**config.mk**
```make
export PLATFORM = sky130hd
export DESIGN_NAME = k_best_sorted_insert_list
export DESIGN_NICKNAME = d
export VERILOG_FILES = /design/src/rtl/kbsl_pkg.sv /design/src/rtl/kbsl_ctrl.sv /design/src/rtl/kbsl_dp.sv /design/src/rtl/k_best_sorted_insert_list.sv
export SDC_FILE = /design/constraint.sdc
export NUM_CORES = 1
export LEC_CHECK = 0
export BUFFER_PORTS_ARGS = -buffer_cell sky130_fd_sc_hd__clkbuf_2
export CORE_ASPECT_RATIO = 1.25
export CORE_MARGIN = 1
export CORE_UTILIZATION = 35
export CTS_BUF_LIST = sky130_fd_sc_hd__clkbuf_16
export CTS_CLUSTER_SIZE = 8
export DETAILED_ROUTE_END_ITERATION = 8
export PLACE_DENSITY = 0.59
export SLEW_MARGIN = 10
export SYNTH_ARGS = -nofsm -noshare
export SYNTH_HDL_FRONTEND = slang
export SYNTH_SLANG_ARGS = --single-unit
export TNS_END_PERCENT = 50
```
**constraint.sdc**
```tcl
create_clock -name clk -period 6.8 [get_ports clk]
set_input_delay 0.34 -clock clk [delete_from_list [all_inputs] [get_ports clk]]
set_output_delay 0.34 -clock clk [all_outputs]
set_load 0.05 [all_outputs]
```
**src/rtl/kbsl_pkg.sv**
```systemverilog
// ----------------------------------------------------------------------------
// kbsl_pkg - shared types and constants of the k-best sorted insertion list
// Field widths, configuration register indexes and the control/status
// structs that join the controller and the datapath.
// ----------------------------------------------------------------------------
package kbsl_pkg;

    localparam int DIST_W      = 32;
    localparam int INDEX_W     = 16;
    localparam int RANK_W      = 5;
    localparam int KREG_W      = 6;
    localparam int CFG_IDX_W   = 2;
    localparam int CFG_DATA_W  = 8;
    localparam int IN_TDATA_W  = 48;  // distance + index
    localparam int OUT_TDATA_W = 56;  // distance + index + rank, padded to bytes

    // configuration register indexes
    localparam logic [CFG_IDX_W-1:0] REG_K_IN_USE     = 2'd0;
    localparam logic [CFG_IDX_W-1:0] REG_EXCLUDE_ZERO = 2'd1;

    localparam logic [KREG_W-1:0] K_IN_USE_RESET     = 6'd8;
    localparam logic              EXCLUDE_ZERO_RESET = 1'b1;

    typedef struct packed {
        logic              in_ready;     // collecting candidates
        logic              take;         // candidate transfer this cycle
        logic              load_entry;   // load list entry rd_idx into output reg
        logic              load_empty;   // load the empty-list marker result
        logic              clear_count;  // query drained, empty the list
        logic [RANK_W-1:0] rd_idx;       // drain pointer
    } kbsl_cmd_t;

    typedef struct packed {
        logic out_free;    // output register can take a result this cycle
        logic list_empty;  // no entries held
        logic at_last;     // rd_idx points at the last held entry
    } kbsl_sts_t;

endpackage

```
**src/rtl/kbsl_ctrl.sv**
```systemverilog
// ----------------------------------------------------------------------------
// kbsl_ctrl - controller of the k-best sorted insertion list
// Collects candidates, then walks the list once per query end to emit it.
// ----------------------------------------------------------------------------
module kbsl_ctrl
    import kbsl_pkg::*;
(
    input  logic      clk,
    input  logic      rst_n,
    input  logic      in_valid,
    input  logic      in_last,
    input  kbsl_sts_t sts,
    output kbsl_cmd_t cmd
);

    localparam logic ST_RUN   = 1'b0;
    localparam logic ST_DRAIN = 1'b1;

    logic              state_reg;
    logic              state_next;
    logic [RANK_W-1:0] rd_idx_reg;
    logic [RANK_W-1:0] rd_idx_next;

    always_comb
    begin
        cmd         = '0;
        cmd.rd_idx  = rd_idx_reg;
        state_next  = state_reg;
        rd_idx_next = rd_idx_reg;
        case (state_reg)
            ST_RUN:
            begin
                cmd.in_ready = 1'b1;
                cmd.take     = in_valid;
                if (in_valid && in_last)
                begin
                    state_next  = ST_DRAIN;
                    rd_idx_next = '0;
                end
            end
            ST_DRAIN:
            begin
                if (sts.out_free)
                begin
                    if (sts.list_empty)
                    begin
                        cmd.load_empty = 1'b1;
                        state_next     = ST_RUN;
                    end
                    else
                    begin
                        cmd.load_entry = 1'b1;
                        if (sts.at_last)
                        begin
                            cmd.clear_count = 1'b1;
                            state_next      = ST_RUN;
                        end
                        else
                        begin
                            rd_idx_next = rd_idx_reg + RANK_W'(1);
                        end
                    end
                end
            end
            default:
            begin
                state_next = ST_RUN;
            end
        endcase
    end

    always_ff @(posedge clk or negedge rst_n)
    begin
        if (!rst_n)
        begin
            state_reg  <= ST_RUN;
            rd_idx_reg <= '0;
        end
        else
        begin
            state_reg  <= state_next;
            rd_idx_reg <= rd_idx_next;
        end
    end

endmodule

```
**src/rtl/kbsl_dp.sv**
```systemverilog
// ----------------------------------------------------------------------------
// kbsl_dp - datapath of the k-best sorted insertion list
// K entry registers with parallel compare-and-shift insertion, the fill
// count, and the output register for ranked results.
// ----------------------------------------------------------------------------
module kbsl_dp
    import kbsl_pkg::*;
#(
    parameter int K = 8
)
(
    input  logic               clk,
    input  logic               rst_n,
    input  kbsl_cmd_t          cmd,
    output kbsl_sts_t          sts,
    input  logic [DIST_W-1:0]  cand_distance,
    input  logic [INDEX_W-1:0] ref_index,
    input  logic [KREG_W-1:0]  k_in_use,
    input  logic               exclude_zero,
    input  logic               m_ready,
    output logic               out_valid,
    output logic [DIST_W-1:0]  out_distance,
    output logic [INDEX_W-1:0] out_index,
    output logic [RANK_W-1:0]  out_rank,
    output logic               out_entry_valid,
    output logic               out_last
);

    localparam int CW = $clog2(K + 1);          // fill count width
    localparam int IW = (K > 1) ? $clog2(K) : 1;

    logic [DIST_W-1:0]  dist_reg  [K];
    logic [INDEX_W-1:0] index_reg [K];
    logic [DIST_W-1:0]  dist_next [K];
    logic [INDEX_W-1:0] index_next[K];
    logic [K-1:0]       wr_en;

    logic [CW-1:0]      count_reg;
    logic [CW-1:0]      count_next;

    logic [KREG_W:0]    k_wide;
    logic [CW-1:0]      k_eff;
    logic [CW-1:0]      n_eff;
    logic [K-1:0]       lt;        // entry held and strictly below the candidate
    logic [K-1:0]       at_end;    // entry is the last slot of the effective k
    logic               drop;
    logic               excluded;
    logic               ins;

    logic               out_valid_reg;
    logic [DIST_W-1:0]  out_dist_reg;
    logic [INDEX_W-1:0] out_index_reg;
    logic [RANK_W-1:0]  out_rank_reg;
    logic               out_ev_reg;
    logic               out_last_reg;

    // clamp k to 1..K
    always_comb
    begin
        k_wide = {1'b0, k_in_use};
        if (k_wide == '0)
            k_eff = CW'(1);
        else if (k_wide > (KREG_W + 1)'(K))
            k_eff = CW'(K);
        else
            k_eff = k_wide[CW-1:0];
    end

    assign n_eff = (count_reg > k_eff) ? k_eff : count_reg;

    always_comb
    begin
        for (int i = 0; i < K; i++)
        begin
            lt[i]     = (CW'(i) < n_eff) && (dist_reg[i] < cand_distance);
            at_end[i] = ((CW'(i) + CW'(1)) == k_eff);
        end
    end

    // sorted list: lt is a prefix, so a hit at the last slot means no room
    assign drop     = |(lt & at_end);
    assign excluded = exclude_zero && (cand_distance == '0);
    assign ins      = cmd.take && !excluded && !drop;

    for (genvar gi = 0; gi < K; gi++)
    begin : g_entry
        always_comb
        begin
            wr_en[gi] = ins && !lt[gi];
            if (gi == 0)
            begin
                dist_next[gi]  = cand_distance;
                index_next[gi] = ref_index;
            end
            else if (lt[(gi > 0) ? gi - 1 : 0])
            begin
                dist_next[gi]  = cand_distance;
                index_next[gi] = ref_index;
            end
            else
            begin
                dist_next[gi]  = dist_reg[(gi > 0) ? gi - 1 : 0];
                index_next[gi] = index_reg[(gi > 0) ? gi - 1 : 0];
            end
        end

        always_ff @(posedge clk)
        begin
            if (wr_en[gi])
            begin
                dist_reg[gi]  <= dist_next[gi];
                index_reg[gi] <= index_next[gi];
            end
        end
    end

    always_comb
    begin
        count_next = count_reg;
        if (cmd.clear_count)
            count_next = '0;
        else if (cmd.take)
        begin
            if (ins && (n_eff < k_eff))
                count_next = n_eff + CW'(1);
            else
                count_next = n_eff;
        end
    end

    always_ff @(posedge clk or negedge rst_n)
    begin
        if (!rst_n)
            count_reg <= '0;
        else
            count_reg <= count_next;
    end

    assign sts.out_free   = !out_valid_reg || m_ready;
    assign sts.list_empty = (count_reg == '0);
    assign sts.at_last    = (({1'b0, cmd.rd_idx} + (RANK_W + 1)'(1)) ==
                             (RANK_W + 1)'(count_reg));

    always_ff @(posedge clk or negedge rst_n)
    begin
        if (!rst_n)
            out_valid_reg <= 1'b0;
        else if (cmd.load_entry || cmd.load_empty)
            out_valid_reg <= 1'b1;
        else if (m_ready)
            out_valid_reg <= 1'b0;
    end

    always_ff @(posedge clk)
    begin
        if (cmd.load_entry)
        begin
            out_dist_reg  <= dist_reg[cmd.rd_idx[IW-1:0]];
            out_index_reg <= index_reg[cmd.rd_idx[IW-1:0]];
            out_rank_reg  <= cmd.rd_idx;
            out_ev_reg    <= 1'b1;
            out_last_reg  <= sts.at_last;
        end
        else if (cmd.load_empty)
        begin
            out_dist_reg  <= '0;
            out_index_reg <= '0;
            out_rank_reg  <= '0;
            out_ev_reg    <= 1'b0;
            out_last_reg  <= 1'b1;
        end
    end

    assign out_valid       = out_valid_reg;
    assign out_distance    = out_dist_reg;
    assign out_index       = out_index_reg;
    assign out_rank        = out_rank_reg;
    assign out_entry_valid = out_ev_reg;
    assign out_last        = out_last_reg;

endmodule

```
**src/rtl/k_best_sorted_insert_list.sv**
```systemverilog
// Latency: a candidate is inserted in the cycle it transfers; one candidate per cycle.
// After a transfer with tlast the list of n entries drains at one result per cycle
// while m_tready allows (one result for an empty list); s_tready stays low until the walk ends.
// Drain rate is set by the single output register, read at one list entry per cycle.
// Reset: fill count, controller and output valid cleared, k_in_use = 8,
// exclude_zero = 1; list entries are not cleared (only held entries are read).
// ----------------------------------------------------------------------------
// k_best_sorted_insert_list - top-k nearest neighbour sorted list
// Keeps the k smallest distances of one query with their reference index,
// emits them in rank order at end of query and starts over.
// ----------------------------------------------------------------------------
module k_best_sorted_insert_list
    import kbsl_pkg::*;
#(
    parameter int K = 8    // list depth, 1..32
)
(
    input  logic                   clk,
    input  logic                   rst_n,
    // candidate stream
    input  logic                   s_tvalid,
    output logic                   s_tready,
    input  logic [IN_TDATA_W-1:0]  s_tdata,   // [31:0] cand_distance, [47:32] ref_index
    input  logic                   s_tlast,   // end_of_query
    // ranked result stream
    output logic                   m_tvalid,
    input  logic                   m_tready,
    output logic [OUT_TDATA_W-1:0] m_tdata,   // [31:0] out_distance, [47:32] out_index,
                                              // [52:48] rank, [55:53] zero
    output logic                   m_tuser,   // entry_valid
    output logic                   m_tlast,   // last_result
    // configuration writes
    input  logic                   cfg_valid,
    output logic                   cfg_ready,
    input  logic [CFG_IDX_W-1:0]   cfg_index,
    input  logic [CFG_DATA_W-1:0]  cfg_data
);

    kbsl_cmd_t          cmd;
    kbsl_sts_t          sts;

    logic [KREG_W-1:0]  k_in_use_reg;
    logic               exclude_zero_reg;

    logic [DIST_W-1:0]  out_distance;
    logic [INDEX_W-1:0] out_index;
    logic [RANK_W-1:0]  out_rank;

    // config registers: always ready, writes to unknown indexes are dropped
    assign cfg_ready = 1'b1;

    always_ff @(posedge clk or negedge rst_n)
    begin
        if (!rst_n)
        begin
            k_in_use_reg     <= K_IN_USE_RESET;
            exclude_zero_reg <= EXCLUDE_ZERO_RESET;
        end
        else if (cfg_valid)
        begin
            case (cfg_index)
                REG_K_IN_USE:     k_in_use_reg     <= cfg_data[KREG_W-1:0];
                REG_EXCLUDE_ZERO: exclude_zero_reg <= cfg_data[0];
                default:          ;
            endcase
        end
    end

    kbsl_ctrl u_ctrl
    (
        .clk      (clk),
        .rst_n    (rst_n),
        .in_valid (s_tvalid),
        .in_last  (s_tlast),
        .sts      (sts),
        .cmd      (cmd)
    );

    kbsl_dp #(.K(K)) u_dp
    (
        .clk             (clk),
        .rst_n           (rst_n),
        .cmd             (cmd),
        .sts             (sts),
        .cand_distance   (s_tdata[DIST_W-1:0]),
        .ref_index       (s_tdata[DIST_W +: INDEX_W]),
        .k_in_use        (k_in_use_reg),
        .exclude_zero    (exclude_zero_reg),
        .m_ready         (m_tready),
        .out_valid       (m_tvalid),
        .out_distance    (out_distance),
        .out_index       (out_index),
        .out_rank        (out_rank),
        .out_entry_valid (m_tuser),
        .out_last        (m_tlast)
    );

    assign s_tready = cmd.in_ready;
    assign m_tdata  = {(OUT_TDATA_W - DIST_W - INDEX_W - RANK_W)'(0),
                       out_rank, out_index, out_distance};

    // ------------------------------------------------------------------------
    // checks
    // ------------------------------------------------------------------------

    // a query end always starts a drain, so no candidate is taken right after it
    a_drain_blocks_input: assert property (@(posedge clk) disable iff (!rst_n)
        (s_tvalid && s_tready && s_tlast) |=> !s_tready)
        else $error("candidate taken right after end of query");

    // the empty-list marker is a single final result of rank zero
    a_empty_marker: assert property (@(posedge clk) disable iff (!rst_n)
        (m_tvalid && !m_tuser) |-> (m_tlast && (m_tdata[52:48] == '0)))
        else $error("empty-list result malformed");

    // ranks stay inside the list depth
    a_rank_range: assert property (@(posedge clk) disable iff (!rst_n)
        m_tvalid |-> ({1'b0, m_tdata[52:48]} < (RANK_W + 1)'(K)))
        else $error("rank beyond list depth");

    // an output transfer that is not the last of a walk is followed by the next rank
    a_rank_step: assert property (@(posedge clk) disable iff (!rst_n)
        (m_tvalid && m_tready && !m_tlast) |=>
            (m_tvalid && (m_tdata[52:48] == ($past(m_tdata[52:48]) + RANK_W'(1)))))
        else $error("drain skipped a rank");

endmodule

```
==> summary.md, run 1 <==
| Metric | Value |
|---|---|
| Run status | complete, no violations |
| Vias per cell | 5.78 |
| R2r setup slk | 0.66 ns |
| Cell taking the most area after synthesis | edfxtp_1 |
| DR vias | 18,400 |
| Hold Path Class | in2reg |
| Worst vdd ir | 0.412 mV |
| CP peak stage delay | 0.71 ns |
| Final setup vio count | 0 |
| Worst EP arrival | 6.44 ns |
| Non-filler cells, final | 3,173 |
| Crit. End Element | register |
| Largest register FFs | 256 |
| Antenna-violating nets left | 0 |
| DR pass1 iterations | 5 |
| Setup_tns | 0 ns |
| Die area | 78,600 sq um |
| Final GP Congestion | 0.894 |
| Starting Density | 35.5% |
| Die Span Y | 313 microns |
| Fillers | 7,073 |
| DR iter-0 viols | 1,330 |
| Clock Latency Late Sink | 0.63 ns |
| Ratio of cells with drive above 1 in the final layout | 30.2% |
| Largest net degree at the start of global routing | 56 |
| Nets@finish | 2,490 |
| Die boundary width | 251 microns |
| Core Box Area | 76,300 sq um |
| Number of synthesized flops with an enable pin | 438 |
| Cell area after synthesis | 27,100 sq um |
| Routed length per instance | 25.7 microns |
| Crit path required time | 7.10 ns |
| Final min period | 6.14 ns |
| Register Area | 13,600 sq um |
| Global-route wire length before repair | 124 mm |
| PwrDens | 492 nW/um^2 |
| Slew HR | 12.8% |
| TritonCTS buffer count | 67 |
| Fin worst setup slack | 0.661 ns |
| Asr flop ratio synth | 3.94% |
| Cell Rows | 113 |
| Top Ports | 125 |
| ANT cells | 0 |
| Register area share after synthesis | 50.2% |
| Worst hold slack | 0.0127 ns |
| Synth Instances | 2,019 |
| Multi-input logic area | 13,100 sq um |
| Number of remaining DRC errors | 0 |
| DP Wirelength | 55.2 mm |
| Area contributors post-synth | edfxtp_1 (48%), mux2_2 (13%), ha_1 (12%) |
| H-Tree Depth | 3 |
| Area growth, synth to finish | 14.5% |
| Leak Pwr | 11.5 nW |
| Tightest Pin Transition | 1.28 ns |
| CTS Sinks | 457 |
| CP Max Fanout | 37 |
| Ys flop type | edfxtp_1 |
| CP cell instances | or3_1 > inv_2 > nand2_1 > ha_1 > nor2b_1 > o211a_1 > o21ai_1 > o21ai_0 > inv_1 > ha_1 > nor2b_1 > mux2i_1 > a211oi_4 > a2111oi_0 > nand4b_1 > a21o_1 > nor2_4 > buf_12 |
| Crit path launch type | register |
| Dpl cells | 3,056 |
| Number of global-route vias before repair | 19,700 |
| I/O Buffers | 118 |
| Period Utilization, post-route | 90.3% |
| Max-cap violations | 0 |
| Warning count from the yosys run | 0 |
| Fin. Hold Viols | 0 |
| Unique cell type count in the Yosys netlist | 74 |
| Detailed Route WL | 81.7 mm |
| Initial antenna violation count | 2 |
| CTS tree | built |
| Cell Area, Placed | 29,000 sq um |
| Total track usage | 20.9% |
| GRT Residual Overflow | 0 |
| Fmax achieved | 163 MHz |
| CTS Root Cell | clkbuf_16 |
| Seq cells post-synth | 457 |
| Post-synth top area share | 48.5% |
| Worst path slowest cell | o21ai_1 |
| RSZ-0062 raised after global routing | false |
| Clock Path Buffers | 3 |
| Fin area | 31,100 sq um |
| Clk_skew | 0.0199 ns |
| Mapped Avg Cell Area | 13.4 sq um |
| Fin. max-slew vios | 0 |
| Setup WS pre-CTS | 0.767 ns |
| Clock transition at path regs | 0.05 ns |
| CP Class | reg2reg |
-- placed cells by master, fill, tap and decap left out, drive strengths merged, types with 5 or more instances in the layout --
cell type    instances
inv                 79
or3                  6
o211ai               5
a21o                20
nor3                21
dfrtp               16
dlygate4sd3         20
nor4                13
nand3               22
o21a                 5
a2111oi             13
o21ai               82
buf                 32
edfxtp             438
nor2                50
ha                 258
mux2               314
a22o                 7
mux4                96
a31oi                5
clkbuf             185
clkinv               6
and4                 6
a221oi               9
a211oi              14
nand2              209
a21oi              141
nand2b              18
nand4               36
-- cells by family (layout without fill, tap and decap cells) --
| logic type | count (synthesis) | count (layout) | synth area share, % |
|---|---|---|---|
| xor+xnor | 3 | 3 | 0.0969 |
| mux | 412 | 412 | 21.1 |
| fa+ha+maj | 258 | 258 | 11.9 |
| buf+inv | 147 | 322 | 2.14 |
| flops | 457 | 457 | 50.2 |
| compound gates | 334 | 334 | 7.49 |
| other cells | 2 | 4 | 0.0277 |
| simple gates | 406 | 406 | 6.97 |
-- critical path, delay by kind of cell, from the launching register on --
kind / cells / cell delay (ns)
compound gates: 6 / 2.28
fa+ha+maj: 2 / 0.56
simple gates: 6 / 1.61
mux: 1 / 0.31
buf+inv: 3 / 0.63
flops: 1 / 0.36
-- final cells by class --
cell class	instances	area share, %
timing repair buffer	170	3.44
inverter	55	0.664
tap	977	3.93
sequential	457	43.9
clock inverter	30	0.644
clock buffer	67	5.40
multi-input combinational	1417	42.0
-- power breakdown --
part / internal [mW] / switching [mW]
combinational: 2.88 / 4.08
clock: 1.77 / 1.29
sequential: 4.59 / 0.686
total: 9.24 / 6.05
-- cells in the mapped netlist (all sizes together) (3+ instances only) --
master and count:
a22o 7, mux4 96, o21ai 82, dfrtp 16, nor2b 4, ha 258
a221o 3, nand3 22, nor3 21, clkbuf 52, nor4 13, nor4b 3
inv 55, a221oi 9, nand2 209, o211ai 5, o21a 5, nand2b 18
buf 40, nand4 36, a2111oi 13, nor2 50, a21o 20, edfxtp 438
a311oi 4, or3 6, or2 4, and4 6, or4 3, o22ai 3
mux2 314, a21oi 141, a22oi 3, a211oi 14, a31oi 5
-- metrics by stage --
| step | power (mW) | util, % |
|---|---|---|
| 2_1_floorplan | 10.0 | - |
| 3_3_place_gp | 12.1 | 38.0 |
| 3_5_place_dp | 12.3 | 38.0 |
| 4_1_cts | 15.4 | 40.7 |
| 5_1_grt | 16.1 | 40.7 |
| 6_report | 15.3 | 40.7 |
-- final timing paths --
| kind | startpoint | end | cells after the start |
|---|---|---|---|
| worst max-delay path | k_in_use_reg[3] | u_dp.index_reg[4][4] | 18 |
| worst min-delay path | cfg_data[4] | k_in_use_reg[4] | 2 |
| worst max register to register | k_in_use_reg[3] | u_dp.index_reg[4][4] | 18 |
| worst min register to register | u_dp.out_entry_valid | u_dp.out_entry_valid | 2 |
| max in group asynchronous | rst_n | u_ctrl.rd_idx_reg[0] | 2 |
| min in group asynchronous | rst_n | u_ctrl.rd_idx_reg[1] | 2 |
-- layer usage --
metal	global-route usage, %	vias to the layer above	part of all wire [%]	wire length (microns)
met4	9.62	2	4.0	3280
li1	-	8234	-	-
met1	24.7	9389	40	32400
met5	0	-	0.018	15
met3	2.96	163	4.6	3740
met2	37.3	563	52	42200
-- repair_timing --
item	CTS	global route
buffers inserted	0	0
hold endpoints to repair	35	0
gates resized for setup	0	0
hold buffers	20	0
Power figures use the tool's default switching activity.
==> inputs of run 2 (changes only) <==
Settings changed: ABC_AREA set to 1, REMOVE_ABC_BUFFERS set to 1, SYNTH_HIERARCHICAL set to 1.
==> run 2 against run 1 <==
Against the previous run:
- wire length decreased by 1.4%
- sequential power increased by 19%
- maximum frequency grew 24%
==> summary.md, run 2 <==
| Metric | Value |
|---|---|
| Run status | complete, no violations |
| Setup_tns | 0 ns (unchanged) |
| Cell taking the most area after synthesis | edfxtp_1 |
| Die area | 79,200 sq um (+0.70%) |
| Ys flop type | edfxtp_1 |
| Register area share after synthesis | 49.9% (-0.35 points) |
| FF-to-FF End | u_dp/dist_reg[4][17] |
| Warning count from the yosys run | 6 (+6) |
| Post-synth top area share | 48.1% (-0.34 points) |
| Worst vdd ir | 0.470 mV (+14%) |
| WHS Path Cells | 4 (+2) |
| DR iter-0 viols | 1,688 (+27%) |
| R2r startpoint | k_in_use_reg[4] |
| Mapped Avg Cell Area | 9.11 sq um (-32%) |
| Crit path launch type | register |
| Slew HR | 23.9% (+11 points) |
| Clk_skew | 0.0220 ns (+0.00207 ns) |
| Clock transition at path regs | 0.05 ns (about the same) |
| Synth top cells by count | nand2_1 (715), o21ai_0 (449), edfxtp_1 (438) |
| I/O Buffers | 118 (unchanged) |
| Max-cap violations | 0 (unchanged) |
| Global-route wire length before repair | 124 mm (+0.59%) |
| Cell Area, Placed | 28,900 sq um (-0.43%) |
| M3 GR Usage | 2.35% (-0.62 points) |
| Final min period | 4.96 ns (-1.18 ns) |
| Worst EP arrival | 5.23 ns (-1.21 ns) |
| Crit path required time | 7.07 ns (-0.03 ns) |
| Initial antenna violation count | 2 (unchanged) |
| Final GP Congestion | 0.828 (-7.3%) |
| Fin. max-slew vios | 0 (unchanged) |
| GRT Residual Overflow | 0 (unchanged) |
| Post-CTS sizing | 0 (unchanged) |
| Area growth, synth to finish | 14.6% (about the same) |
| Die Span Y | 314 microns (+0.35%) |
| Number of synthesized flops with an enable pin | 438 (unchanged) |
| CP cell instances | nor2_1 > nand2_2 > nor2_2 > inv_1 > ha_1 > nand2_1 > nand2_1 > nand2_2 > nand2_4 > nand2_4 > nand2_1 > nand2_2 > inv_2 > ha_1 > inv_1 > nor2_4 > nor2_4 > nand2_4 > nor2_2 > nor2_4 > nand2_2 > a21oi_4 > buf_4 |
| Clock Latency Late Sink | 0.63 ns (about the same) |
| Total track usage | 20.2% (-0.68 points) |
| Fmax achieved | 202 MHz (+24%) |
| Top Family by Delay on Critical Path | simple AND/OR/NAND/NOR gates |
| Detailed Route WL | 80.6 mm (-1.4%) |
| Routed length per instance | 19.3 microns (-25%) |
| Worst hold slack | 0.0336 ns (+0.0208 ns) |
| Most common cell after layout, fill and taps aside | nand2_1 |
| CTS tree | built |
| Met2 GRT Util | 34.4% (-2.9 points) |
| Fin. Hold Viols | 0 (unchanged) |
| Gr busiest metal | met2 |
| Core Box Area | 77,300 sq um (+1.3%) |
| Clock Path Buffers | 3 (unchanged) |
| Number of global-route vias before repair | 21,300 (+8.0%) |
| Top Ports | 125 (unchanged) |
| Crit. End Element | register |
| R2R depth | 23 (+5) |
| Ratio of cells with drive above 1 in the final layout | 9.33% (-21 points) |
| Fin area | 31,300 sq um (+0.77%) |
| H-Tree Depth | 3 (unchanged) |
| CP dominant cell by count | nand2_2 |
| Area contributors post-synth | edfxtp_1 (48%), ha_1 (12%), nand2_1 (9.8%) |
| Die boundary width | 252 microns (+0.35%) |
| Cell with the most instances after synthesis | nand2_1 |
| Final setup vio count | 0 (unchanged) |
| DR pass1 iterations | 6 (+1) |
| CP bufs+invs | 4 (+1) |
| Hold Path Class | in2reg |
| Starting Density | 35.3% (-0.19 points) |
| Leak Pwr | 12.7 nW (+11%) |
| WHS Endpoint | k_in_use_reg[3] |
| R2r setup slk | 1.84 ns (+1.18 ns) |
| CP Class | reg2reg |
| CP peak stage delay | 0.80 ns (+0.09 ns) |
| Tightest Pin Transition | 1.14 ns (-0.134 ns) |
| Final Core Density | 40.5% (-0.20 points) |
| Worst min-delay path startpoint | cfg_index[1] |
| Largest net degree at the start of global routing | 103 (+84%) |
| ANT cells | 0 (unchanged) |
| Period Utilization, post-route | 72.9% (-17 points) |
| TritonCTS buffer count | 67 (unchanged) |
| Vias per cell | 5.31 (-8.2%) |
| DP Wirelength | 50.3 mm (-9.0%) |
| Cell Rows | 114 (+0.88%) |
| Asr flop ratio synth | 3.94% (unchanged) |
| Dpl cells | 4,032 (+32%) |
| Seq cells post-synth | 457 (unchanged) |
| CP Max Fanout | 36 (-2.7%) |
| CTS Sinks | 457 (unchanged) |
| Non-filler cells, final | 4,175 (+32%) |
| CTS Root Cell | clkbuf_16 |
| Unique cell type count in the Yosys netlist | 44 (-41%) |
| Commonest cells after routing, fill and taps aside | nand2_1 (714), o21ai_0 (449), edfxtp_1 (438) |
| Worst path slowest cell | a21oi_4 |
| Met1 GRT Util | 26.5% (+1.7 points) |
| Nets@finish | 3,438 (+38%) |
| Synth Instances | 3,000 (+49%) |
| Antenna-violating nets left | 0 (unchanged) |
| PwrDens | 562 nW/um^2 (+14%) |
| Number of remaining DRC errors | 0 (unchanged) |
| Largest register FFs | 256 (unchanged) |
| RSZ-0062 raised after global routing | false |
| Cell area after synthesis | 27,300 sq um (+0.71%) |
| DR vias | 22,200 (+21%) |
## run 2: worst min-delay path, cell delays in order
cell and delay, ns:
clkbuf_2 0.12, nor2_4 0.06, nand3_1 0.06, nand2_1 0.05
## run 2: timing repair
| item | in CTS | in global routing |
|---|---|---|
| hold buffers | 58 | 0 |
| hold endpoints to repair | 72 | 0 |
| buffers inserted | 0 | 0 |
## run 2: cell families after synthesis
logic type | after synthesis | share of synthesized area (%)
simple gates | 1179 | 18.1
compound gates | 810 | 15.5
flops | 457 | 49.9
buf+inv | 287 | 4.44
fa+ha+maj | 259 | 11.9
xor+xnor | 6 | 0.192
other cells | 2 | 0.0275
## run 2: worst max path at each step
| stage | cells after the start | startpoint | end | slack (ns) |
|---|---|---|---|---|
| floorplan | 10 | u_ctrl/rd_idx_reg[0] | u_dp/count_reg[0] | -1.09 |
| global placement | 23 | k_in_use_reg[4] | u_dp/dist_reg[4][18] | 1.93 |
| detailed placement | 23 | k_in_use_reg[4] | u_dp/dist_reg[4][19] | 1.86 |
| CTS | 23 | k_in_use_reg[4] | u_dp/dist_reg[4][17] | 1.86 |
| global route | 23 | k_in_use_reg[4] | u_dp/dist_reg[4][17] | 1.54 |
| finish | 23 | k_in_use_reg[4] | u_dp/dist_reg[4][17] | 1.84 |
## run 2: layer usage
layer / up-vias / part of all wire [%]
li1: 10800 / -
met1: 10600 / 43
met2: 620 / 49
met3: 109 / 5.2
met4: 4 / 2.5
met5: - / 0.034
## run 2: cell type report
type / instances / area (sq um)
clock buffer: 68 / 1700
clock inverter: 17 / 156
fill: 7803 / 46000
inverter: 133 / 507
multi-input combinational: 2258 / 12600
sequential: 457 / 13600
tap: 1044 / 1310
timing repair buffer: 198 / 1370
## run 2: where the power goes
part	switching, mW	total (mW)	internal, mW	leakage, nW
clock	1.27	3.06	1.79	0.941
combinational	5.96	8.28	2.33	7.49
sequential	0.881	6.25	5.37	4.32
total	8.11	17.6	9.48	12.7
## run 2: per-stage QoR
stage	setup WS [ns]	total power, mW
after floorplan	-1.09	11.8
after global placement	1.93	14.4
after detailed placement	1.86	14.5
after CTS	1.86	17.7
after global routing	1.54	18.9
final	1.84	17.6
==> inputs of run 3 (changes only) <==
Clock period 6.8 ns to 4.3 ns, I/O delays scaled along.
==> run 3 against run 2 <==
Against the previous run:
- maximum frequency up 23%
- critical path type unchanged
- sequential power up 56%
- critical endpoint is now u_dp/dist_reg[2][6]
- utilization up 0.90 points
- final cell count up 1.3%
==> summary.md, run 3 (synthesis gave the netlist of run 2 again) <==
| Metric | Value |
|---|---|
| Fin area | 32,000 sq um (+2.2%) |
| Internal | 15.4 mW (+63%) |
| CP Class | reg2reg |
| Core Box Area | 77,300 sq um (unchanged) |
| Cell Area, Placed | 29,400 sq um (+1.8%) |
| Fmax achieved | 249 MHz (+23%) |
| Clock transition at path regs | 0.05 ns (about the same) |
| Clock power share | 17.4% (about the same) |
| Commonest cells after routing, fill and taps aside | nand2_1 (714), o21ai_0 (449), edfxtp_1 (438) |
| Run status | complete, no violations |
| Worst Setup SP | k_in_use_reg[4] |
| Final min period | 4.02 ns (-0.938 ns) |
| Worst vdd ir | 0.647 mV (+38%) |
| Global-route wire length before repair | 128 mm (+2.8%) |
| Clk_skew | 0.0277 ns (+0.00571 ns) |
| Top routing layer in use | met4 |
| Nets@finish | 3,495 (+1.7%) |
| Initial antenna violation count | 0 (-2) |
| Routed length per instance | 19.4 microns (+0.79%) |
| Crit path launch type | register |
| Vias per cell | 5.33 (+0.42%) |
| Gate power share | 48.1% (+1.0 points) |
| DRT met1 WL | 34.4 mm (-1.8%) |
| Seq pwr share | 34.5% (-1.0 points) |
| R2r startpoint | k_in_use_reg[4] |
| Number of global-route vias before repair | 22,200 (+4.5%) |
| Total track usage | 20.8% (+0.59 points) |
| Worst min-delay path startpoint | cfg_valid |
| DR vias | 22,600 (+1.7%) |
| Number of remaining DRC errors | 0 (unchanged) |
| Final setup vio count | 0 (unchanged) |
| Post-CTS sizing | 0 (unchanged) |
| Clock Latency Late Sink | 0.62 ns (about the same) |
| Tightest Pin Transition | 1.05 ns (-0.0920 ns) |
| Top Ports | 125 (unchanged) |
| Slew HR | 29.4% (+5.5 points) |
| Worst EP arrival | 4.30 ns (-0.93 ns) |
| PwrDens | 885 nW/um^2 (+58%) |
| RSZ-0062 raised after global routing | false |
| H-Tree Depth | 3 (unchanged) |
| Total Power | 28.3 mW (+61%) |
| Max-cap violations | 0 (unchanged) |
| Leak Pwr | 13.1 nW (+2.6%) |
| Final Core Density | 41.4% (+0.90 points) |
| Fin. max-slew vios | 0 (unchanged) |
| Die area | 79,200 sq um (unchanged) |
| Area growth, synth to finish | 17.1% |
| Antenna-violating nets left | 0 (unchanged) |
| Cell Rows | 114 (unchanged) |
| ANT cells | 0 (unchanged) |
| CP Max Fanout | 35 (-2.8%) |
| CTS Sinks | 457 (unchanged) |
| Die boundary width | 252 microns (unchanged) |
| DP Wirelength | 54.1 mm (+7.7%) |
| Largest register FFs | 256 (unchanged) |
| CTS Root Cell | clkbuf_16 |
| Clock Path Buffers | 3 (unchanged) |
| Hold Path Class | in2reg |
| WHS Path Cells | 4 (unchanged) |
| CTS tree | built |
| DR iter-0 viols | 1,698 (+0.59%) |
| Detailed Route WL | 82.3 mm (+2.1%) |
| Psw | 12.9 mW (+59%) |
| R2R depth | 23 (unchanged) |
| DR WL met3 | 3.76 mm (-10%) |
| DR pass1 iterations | 5 (-1) |
| Sw frac | 45.5% (-0.56 points) |
| Period Utilization, post-route | 93.4% (+21 points) |
| Fin. Hold Viols | 0 (unchanged) |
| TritonCTS buffer count | 67 (unchanged) |
| I/O Buffers | 118 (unchanged) |
| Starting Density | 35.3% (unchanged) |
| Most common cell after layout, fill and taps aside | nand2_1 |
| Worst hold slack | 0.0561 ns (+0.0225 ns) |
| Largest net degree at the start of global routing | 195 (+89%) |
| Metal2 WL | 41.1 mm (+4.6%) |
| GRT Residual Overflow | 0 (unchanged) |
| Ratio of cells with drive above 1 in the final layout | 10.5% (+1.2 points) |
| Crit path required time | 4.58 ns (-2.49 ns) |
| Setup_tns | 0 ns (unchanged) |
| Crit. End Element | register |
| Die Span Y | 314 microns (unchanged) |
| Final GP Congestion | 0.851 (+2.7%) |
[run 3: changes by cell type in the layout (fill, tap and decap cells not counted)]
cell / delta
clkinvlp_4: -1
buf_12: +15
bufinv_16: +1
clkinv_16: +1
buf_4: +28
dlygate4sd3_1: +14
inv_6: -1
clkbuf_16: +1
inv_1: -2
inv_16: -1
[run 3: routing by layer]
layer,global-route usage [%],vias up
met4,9.06,0
met5,0,-
li1,-,11000
met1,26.0,10800
met2,36.3,685
met3,2.22,151
[run 3: repair_timing]
item,CTS,global route
hold endpoints to repair,76,0
hold buffers,72,0
setup buffers,0,0
[run 3: power by group through the flow]
stage	clock network [mW]	logic (mW)	registers [mW]
floorplan	0	7.95	10.6
global route	5.21	15.3	10.0
CTS	5.06	13.7	9.76
finish	4.93	13.6	9.76
detailed placement	0	13.6	9.81
global placement	0	13.3	9.82
[run 3: layout make-up]
type,count,area (sq um)
clock buffer,69,1730
clock inverter,14,173
fill,7744,45300
inverter,133,507
multi-input combinational,2258,12600
sequential,457,13600
tap,1044,1310
timing repair buffer,255,2020
[run 3: through the flow]
stage | std cells | worst slack (ns)
after floorplan | 2848 | -3.59
after global placement | 4075 | 0.303
after detailed placement | 4075 | 0.268
after CTS | 4230 | 0.255
after global routing | 4230 | 0.0243
final | 4230 | 0.282
[run 3: worst paths after layout]
kind | to | slack (ns)
max in group asynchronous | u_ctrl/rd_idx_reg[0] | 3.81
min reg2reg | u_dp/out_entry_valid | 0.45
min in group asynchronous | k_in_use_reg[2] | 0.11
min | k_in_use_reg[0] | 0.06
max reg2reg | u_dp/dist_reg[2][6] | 0.28
max | u_dp/dist_reg[2][6] | 0.28
[run 3: critical path, cell delays in order (launching register included)]
cell     delay [ns]
dfrtp_1        0.38
nor2_1         0.14
nand2_2        0.15
nor2_2         0.20
inv_1          0.09
ha_1           0.33
nand2_1        0.07
nand2_1        0.07
nand2_2        0.06
nand2_4        0.09
nand2_4        0.07
nand2_1        0.08
nand2_2        0.11
inv_2          0.09
ha_1           0.14
inv_1          0.07
nor2_1         0.23
nor2_4         0.10
nand3_2        0.06
nand3_1        0.13
nor2_4         0.12
nand2_2        0.27
a31oi_4        0.30
buf_12         0.29
